$ cat src/hdl/irts_pkg.sv
// Package for the I2C register transaction sequencer.
// Holds the transfer structs, the queue entry type, the state enum and the code constants.
// Depends on nothing; the top level, the sequencer and the checker refer to it by scoped names.
package irts_pkg;

  // Command codes of an input transfer.
  localparam logic [1:0] CMD_ENQ_READ  = 2'd0;
  localparam logic [1:0] CMD_ENQ_WRITE = 2'd1;
  localparam logic [1:0] CMD_BUS_EVENT = 2'd2;

  // Bus event codes reported by the I2C master.
  localparam logic [2:0] EV_START_SENT = 3'd0;
  localparam logic [2:0] EV_RX_MODE    = 3'd1;
  localparam logic [2:0] EV_TX_MODE    = 3'd2;
  localparam logic [2:0] EV_TX_DONE    = 3'd4;
  localparam logic [2:0] EV_RX_DONE    = 3'd5;

  // Actions requested from the I2C master.
  localparam logic [2:0] ACT_NONE     = 3'd0;
  localparam logic [2:0] ACT_START    = 3'd1;
  localparam logic [2:0] ACT_ADDR_WR  = 3'd2;
  localparam logic [2:0] ACT_ADDR_RD  = 3'd3;
  localparam logic [2:0] ACT_SEND     = 3'd4;
  localparam logic [2:0] ACT_STOP     = 3'd5;
  localparam logic [2:0] ACT_ARM_NACK = 3'd6;

  // One input transfer.
  typedef struct packed {
    logic [1:0] command;
    logic [7:0] device_address;
    logic [7:0] register_index;
    logic [7:0] write_byte;
    logic [2:0] bus_event;
    logic [7:0] received_byte;
  } in_item_t;

  // One result transfer.
  typedef struct packed {
    logic [2:0] bus_action;
    logic [7:0] action_byte;
    logic       restart_after;
    logic       read_valid;
    logic [7:0] read_data;
    logic       request_rejected;
  } out_item_t;

  // One queued request as it is stored in the queue memory.
  typedef struct packed {
    logic       is_write;
    logic [7:0] device_address;
    logic [7:0] register_index;
    logic [7:0] write_byte;
  } entry_t;

  // Sequencer control states.
  typedef enum logic {
    SEQ_IDLE,
    SEQ_EXEC
  } seq_state_t;

endpackage

$ cat src/hdl/i2c_register_transaction_sequencer_top.sv
// An accepted transfer and the head request, read from the queue memory through its registered
// read port, are registered; the decision runs in the execute state and the result is registered
// with its strobe. busy is high for one cycle, the execute state; no transfer is taken while busy.
// Reset is synchronous and active low: it clears the queue pointers, count, phase and strobe.
// Queue contents are not cleared and need no clearing pass. The receiver cannot stall.
// Depends on irts_pkg, irts_ram and irts_seq.
module i2c_register_transaction_sequencer_top #(
  parameter int QUEUE_DEPTH = 16
) (
  input  logic                clk,
  input  logic                rst_n,
  input  logic                start,
  output logic                busy,
  input  irts_pkg::in_item_t  in_item,
  output logic                out_valid,
  output irts_pkg::out_item_t out_item
);

  localparam int AW = $clog2(QUEUE_DEPTH);

  logic             ram_re;
  logic [AW-1:0]    ram_raddr;
  logic             ram_we;
  logic [AW-1:0]    ram_waddr;
  irts_pkg::entry_t ram_wdata;
  irts_pkg::entry_t ram_rdata;

  // Request queue storage.
  irts_ram #(
    .WIDTH($bits(irts_pkg::entry_t)),
    .DEPTH(QUEUE_DEPTH)
  ) u_queue_ram (
    .clk   (clk),
    .we    (ram_we),
    .waddr (ram_waddr),
    .wdata (ram_wdata),
    .re    (ram_re),
    .raddr (ram_raddr),
    .rdata (ram_rdata)
  );

  // Transaction sequencer.
  irts_seq #(
    .QUEUE_DEPTH(QUEUE_DEPTH)
  ) u_seq (
    .clk       (clk),
    .rst_n     (rst_n),
    .start     (start),
    .busy      (busy),
    .in_item   (in_item),
    .ram_re    (ram_re),
    .ram_raddr (ram_raddr),
    .ram_we    (ram_we),
    .ram_waddr (ram_waddr),
    .ram_wdata (ram_wdata),
    .ram_rdata (ram_rdata),
    .out_valid (out_valid),
    .out_item  (out_item)
  );

endmodule

$ cat src/hdl/irts_ram.sv
// Generic single-write, single-read RAM with a registered read port.
// Used for the request queue; depends on nothing.
module irts_ram #(
  parameter int WIDTH = 25,
  parameter int DEPTH = 16
) (
  input  logic                     clk,
  input  logic                     we,
  input  logic [$clog2(DEPTH)-1:0] waddr,
  input  logic [WIDTH-1:0]         wdata,
  input  logic                     re,
  input  logic [$clog2(DEPTH)-1:0] raddr,
  output logic [WIDTH-1:0]         rdata
);

  logic [WIDTH-1:0] mem [DEPTH];
  logic [WIDTH-1:0] rdata_r;

  // Write port.
  always_ff @(posedge clk) begin
    if (we) begin
      mem[waddr] <= wdata;
    end
  end

  // Registered read port.
  always_ff @(posedge clk) begin
    if (re) begin
      rdata_r <= mem[raddr];
    end
  end

  assign rdata = rdata_r;

endmodule

$ cat src/hdl/irts_seq.sv
// Sequencer for the I2C register transaction queue: pointers, count, phase and decisions.
// Reads the head request from the queue memory and writes new requests at the tail.
// Depends on irts_pkg.
module irts_seq #(
  parameter int QUEUE_DEPTH = 16
) (
  input  logic                           clk,
  input  logic                           rst_n,
  input  logic                           start,
  output logic                           busy,
  input  irts_pkg::in_item_t             in_item,
  output logic                           ram_re,
  output logic [$clog2(QUEUE_DEPTH)-1:0] ram_raddr,
  output logic                           ram_we,
  output logic [$clog2(QUEUE_DEPTH)-1:0] ram_waddr,
  output irts_pkg::entry_t               ram_wdata,
  input  irts_pkg::entry_t               ram_rdata,
  output logic                           out_valid,
  output irts_pkg::out_item_t            out_item
);

  localparam int AW = $clog2(QUEUE_DEPTH);
  localparam int CW = $clog2(QUEUE_DEPTH + 1);

  irts_pkg::seq_state_t state_r, state_nxt;
  irts_pkg::in_item_t   req_r;
  logic [AW-1:0]        head_r, head_nxt;
  logic [AW-1:0]        tail_r, tail_nxt;
  logic [CW-1:0]        count_r, count_nxt;
  logic                 phase_r, phase_nxt;
  logic                 out_valid_r;
  irts_pkg::out_item_t  out_item_r, out_item_nxt;
  logic                 accept;
  logic                 exec;
  logic                 enq_we;
  logic                 q_write;
  logic                 q_read_ph2;

  assign accept = start && !busy;

  // Next state: a start in idle moves to the execute state, which always returns to idle.
  always_comb begin
    state_nxt = state_r;
    case (state_r)
      irts_pkg::SEQ_IDLE: begin
        if (start) begin
          state_nxt = irts_pkg::SEQ_EXEC;
        end
      end
      irts_pkg::SEQ_EXEC: begin
        state_nxt = irts_pkg::SEQ_IDLE;
      end
      default: begin
        state_nxt = irts_pkg::SEQ_IDLE;
      end
    endcase
  end

  // State outputs.
  always_comb begin
    busy = 1'b0;
    exec = 1'b0;
    case (state_r)
      irts_pkg::SEQ_IDLE: begin
        busy = 1'b0;
        exec = 1'b0;
      end
      irts_pkg::SEQ_EXEC: begin
        busy = 1'b1;
        exec = 1'b1;
      end
      default: begin
        busy = 1'b0;
        exec = 1'b0;
      end
    endcase
  end

  // The head entry is fetched in the cycle the transfer is accepted.
  assign ram_re    = accept;
  assign ram_raddr = head_r;

  // New requests go in at the tail.
  assign ram_we    = enq_we;
  assign ram_waddr = tail_r;
  assign ram_wdata = '{
    is_write:       (req_r.command == irts_pkg::CMD_ENQ_WRITE),
    device_address: req_r.device_address,
    register_index: req_r.register_index,
    write_byte:     req_r.write_byte
  };

  assign q_write    = ram_rdata.is_write;
  assign q_read_ph2 = !ram_rdata.is_write && phase_r;

  // Decision logic: runs on the held transfer and the fetched head entry.
  always_comb begin
    head_nxt     = head_r;
    tail_nxt     = tail_r;
    count_nxt    = count_r;
    phase_nxt    = phase_r;
    enq_we       = 1'b0;
    out_item_nxt = '0;
    if (exec) begin
      case (req_r.command)
        irts_pkg::CMD_ENQ_READ, irts_pkg::CMD_ENQ_WRITE: begin
          if (count_r == CW'(QUEUE_DEPTH)) begin
            out_item_nxt.request_rejected = 1'b1;
          end else begin
            enq_we    = 1'b1;
            tail_nxt  = (tail_r == AW'(QUEUE_DEPTH - 1)) ? '0 : tail_r + 1'b1;
            count_nxt = count_r + 1'b1;
            if (count_r == '0) begin
              out_item_nxt.bus_action = irts_pkg::ACT_START;
            end
          end
        end
        irts_pkg::CMD_BUS_EVENT: begin
          if (count_r != '0) begin
            case (req_r.bus_event)
              irts_pkg::EV_START_SENT: begin
                if (q_read_ph2) begin
                  out_item_nxt.bus_action  = irts_pkg::ACT_ADDR_RD;
                  out_item_nxt.action_byte = ram_rdata.device_address | 8'h01;
                end else begin
                  out_item_nxt.bus_action  = irts_pkg::ACT_ADDR_WR;
                  out_item_nxt.action_byte = ram_rdata.device_address & 8'hFE;
                end
              end
              irts_pkg::EV_RX_MODE: begin
                if (q_read_ph2) begin
                  out_item_nxt.bus_action = irts_pkg::ACT_ARM_NACK;
                end
              end
              irts_pkg::EV_TX_MODE: begin
                if (!phase_r) begin
                  out_item_nxt.bus_action  = irts_pkg::ACT_SEND;
                  out_item_nxt.action_byte = ram_rdata.register_index;
                end else if (q_write) begin
                  out_item_nxt.bus_action  = irts_pkg::ACT_SEND;
                  out_item_nxt.action_byte = ram_rdata.write_byte;
                end
              end
              irts_pkg::EV_TX_DONE: begin
                if (!phase_r) begin
                  out_item_nxt.bus_action = irts_pkg::ACT_START;
                  phase_nxt               = 1'b1;
                end else if (q_write) begin
                  // Write finished: stop and drop the head request.
                  out_item_nxt.bus_action    = irts_pkg::ACT_STOP;
                  out_item_nxt.restart_after = (count_r != CW'(1));
                  head_nxt  = (head_r == AW'(QUEUE_DEPTH - 1)) ? '0 : head_r + 1'b1;
                  count_nxt = count_r - 1'b1;
                  phase_nxt = 1'b0;
                end
              end
              irts_pkg::EV_RX_DONE: begin
                if (q_read_ph2) begin
                  // Read finished: hand back the byte and drop the head request.
                  out_item_nxt.bus_action    = irts_pkg::ACT_STOP;
                  out_item_nxt.read_valid    = 1'b1;
                  out_item_nxt.read_data     = req_r.received_byte;
                  out_item_nxt.restart_after = (count_r != CW'(1));
                  head_nxt  = (head_r == AW'(QUEUE_DEPTH - 1)) ? '0 : head_r + 1'b1;
                  count_nxt = count_r - 1'b1;
                  phase_nxt = 1'b0;
                end
              end
              default: begin
                out_item_nxt = '0;
              end
            endcase
          end
        end
        default: begin
          out_item_nxt = '0;
        end
      endcase
    end
  end

  // Control registers.
  always_ff @(posedge clk) begin
    if (!rst_n) begin
      state_r     <= irts_pkg::SEQ_IDLE;
      head_r      <= '0;
      tail_r      <= '0;
      count_r     <= '0;
      phase_r     <= 1'b0;
      out_valid_r <= 1'b0;
    end else begin
      state_r     <= state_nxt;
      head_r      <= head_nxt;
      tail_r      <= tail_nxt;
      count_r     <= count_nxt;
      phase_r     <= phase_nxt;
      out_valid_r <= exec;
    end
  end

  // Payload registers: the held transfer and the result.
  always_ff @(posedge clk) begin
    if (accept) begin
      req_r <= in_item;
    end
    if (exec) begin
      out_item_r <= out_item_nxt;
    end
  end

  assign out_valid = out_valid_r;
  assign out_item  = out_item_r;

endmodule

$ cat config.mk
export PLATFORM = sky130hd
export DESIGN_NAME = i2c_register_transaction_sequencer_top
export DESIGN_NICKNAME = d
export VERILOG_FILES = /design/src/hdl/irts_pkg.sv /design/src/hdl/i2c_register_transaction_sequencer_top.sv /design/src/hdl/irts_ram.sv /design/src/hdl/irts_seq.sv
export SDC_FILE = /design/constraint.sdc
export NUM_CORES = 1
export LEC_CHECK = 0
export ABC_AREA = 1
export BUFFER_PORTS_ARGS = -buffer_cell sky130_fd_sc_hd__clkbuf_2
export CORE_UTILIZATION = 48
export DETAILED_ROUTE_END_ITERATION = 6
export RECOVER_POWER = 100
export SLEW_MARGIN = 15
export SYNTH_ARGS = -nofsm -noshare
export SYNTH_HDL_FRONTEND = slang
export SYNTH_HIERARCHICAL = 1
export SYNTH_SLANG_ARGS = --single-unit
export TNS_END_PERCENT = 10
$ cat constraint.sdc
create_clock -name clk -period 5.9 [get_ports clk]
set_input_delay 1.77 -clock clk [delete_from_list [all_inputs] [get_ports clk]]
set_output_delay 1.77 -clock clk [all_outputs]
set_load 0.02 [all_outputs]
==> run_results.csv <==
group,metric,value,unit
sta,maxSlewHeadroom,-0.974,
setup_path,critPathMaxFanout,27,
pwr,leakage,0.00925,uW
grt,grt_use_met1,0.303,
clock_tree,clk_pin_slew,60,ps
pwr,peakVddDrop,0.217,mV
run_status,status,"finished with violations",
clock_tree,holdBufCountCts,0,
setup_path,cp_data_required_time,6070,ps
sta,fmax,0.241,GHz
synthesis,avgSynthCellArea,10.8,um^2
setup_path,critPathLaunchType,"register",
route,postRouteAntennaNets,0,
clock_tree,htreeDepth,2,
clock_tree,clock_latency,600,ps
clock_tree,clockRootBuffer,"clkbuf_16",
grt,antenna_found_initial,0,
route,wl_per_cell,18.4,um
cells_and_area,nNetsFinal,1988,
cells_and_area,stdcell_count,2553,
die,die_w,210,um
placed_design,place_congestion,0.777,
grt,grt_max_degree,87,
sta,hold_violations,0,
run_status,violations,"max-capacitance violations, max-slew violations",
sta,setup_tns,0,ps
placed_design,dp_hpwl,23.5,mm
clock_tree,postCtsSetupRepairBufs,0,
run,drv_cap,17,
grt,grt_pass1_wl,71.5,mm
clock_tree,tritoncts,"yes",
route,num_vias,12900,
grt,use_met3,0.0362,
route,drtPass1Iterations,5,
placed_design,dp.cells,2467,
sta,clock_skew,17.9,ps
grt,met2_usage,0.354,
grt,first_global_vias,12200,
synthesis,syn_area,20800,um^2
sta,grt_setup_unrepaired,"false",
placed_design,numPortBuffers,62,
clock_tree,cts-buffers-inserted,50,
grt,track_usage,0.218,
setup_path,crit_type,"reg2reg",
cells_and_area,syn_to_final_growth,8.43,%
die,coreArea,42400,um^2
die,die_h,210,um
clock_tree,post_cts_resize_count,0,
route,drc,0,
die,die_area,44300,um^2
synthesis,syn_inst,1925,
sta,setup_violations,0,
cells_and_area,final_layout_size_suffix_gt1_frac,0.0769,
die,ios,64,
cells_and_area,antenna_cells,0,
route,drtIter0Drc,1145,
die,start_util,0.491,
route,viasPerCell,5.06,
clock_tree,clkSinkCount,482,
pwr,power.density,304,nW/um^2
sta,period_minus_slack,4150,ps
clock_tree,cts_buffer_depth,3,
worst_hold_path,hold_path.class,"reg2reg",
route,routed_wl,47.0,mm
grt,overflow,0,
sta,finalCritPeriodShare,0.703,
setup_path,cp-end-kind,"register",
sta,tightestPinTransition,2950,ps
sta,finalMaxSlewViolations,526,
synthesis,yosysWarningCount,6,
die,rows,75,
synthesis,synthesis.nets,1971,
cells_and_area,final_util,0.533,
grt,grt-busiest-layer,"met2",
setup_path,arrival,4320,ps
[critical path: stages, from the launching register on]
cell     delay (ps)
dfxtp_1        1060
inv_1           290
nor2_1          250
nand2_4         100
inv_1           210
nand2_1         200
nor2_2         1590
[flip-flops by register name, indices dropped and copies added (netlist names)]
register	count
u_queue_ram/rdata	24
u_seq/ram_wdata	23
u_seq/out_valid	1
u_seq/phase_r	1
u_seq/ram_waddr	4
u_seq/out_item	22
u_seq/count_r	5
u_queue_ram/mem	384
u_seq/req_r	13
u_seq/ram_raddr	4
u_seq/state_r	1
[through the flow]
| step | hold WS, ps | setup WS (ps) | power [uW] | cell area, um^2 |
|---|---|---|---|---|
| 2_1_floorplan | 477 | 1070 | 4000 | 20800 |
| 3_3_place_gp | 521 | 2370 | 4050 | 21300 |
| 3_5_place_dp | 523 | 2240 | 4060 | 21300 |
| 4_1_cts | 533 | 2020 | 6940 | 22800 |
| 5_1_grt | 569 | 1440 | 7080 | 22600 |
| 6_report | 534 | 1750 | 6870 | 22600 |
[cells in the final DEF, fill, tap and decap left out, drive strengths merged, types with 16 or more instances in the layout]
| cell | count |
|---|---|
| nand2 | 588 |
| edfxtp | 466 |
| inv | 330 |
| nand3 | 311 |
| clkbuf | 126 |
| nor2 | 55 |
| clkinv | 21 |
| a21oi | 16 |
| dfxtp | 16 |
[layer usage]
metal	up-vias	share of wire	wire, um
met4	0	0.022	1040
li1	6270	-	-
met2	374	0.47	22100
met3	73	0.062	2900
met5	-	0	0
met1	6199	0.44	20900
[path summary, 6_finish.rpt]
path	start	end	slack [ps]	cells past startpoint
worst max-delay path	u_seq/state_r	u_queue_ram/mem[2][14]	1750	6
worst min-delay path	u_seq/count_r[1]	u_seq/count_r[1]	530	2
worst max register to register	u_seq/state_r	u_queue_ram/mem[2][14]	1750	6
worst min register to register	u_seq/count_r[1]	u_seq/count_r[1]	530	2
[power by group]
group	switching, uW	total, uW	internal, uW
sequential	55.5	3850	3800
clock	1270	2890	1620
combinational	86.4	125	38.1
[area by class of cell]
class / count / area (um^2)
Fill cell: 3696 / 19800
Tap cell: 577 / 722
Sequential cell: 482 / 14300
Clock inverter: 24 / 153
Clock buffer: 62 / 1320
Timing Repair Buffer: 72 / 358
Inverter: 330 / 1250
Multi-Input combinational cell: 1006 / 4480
Power figures use the tool's default switching activity.
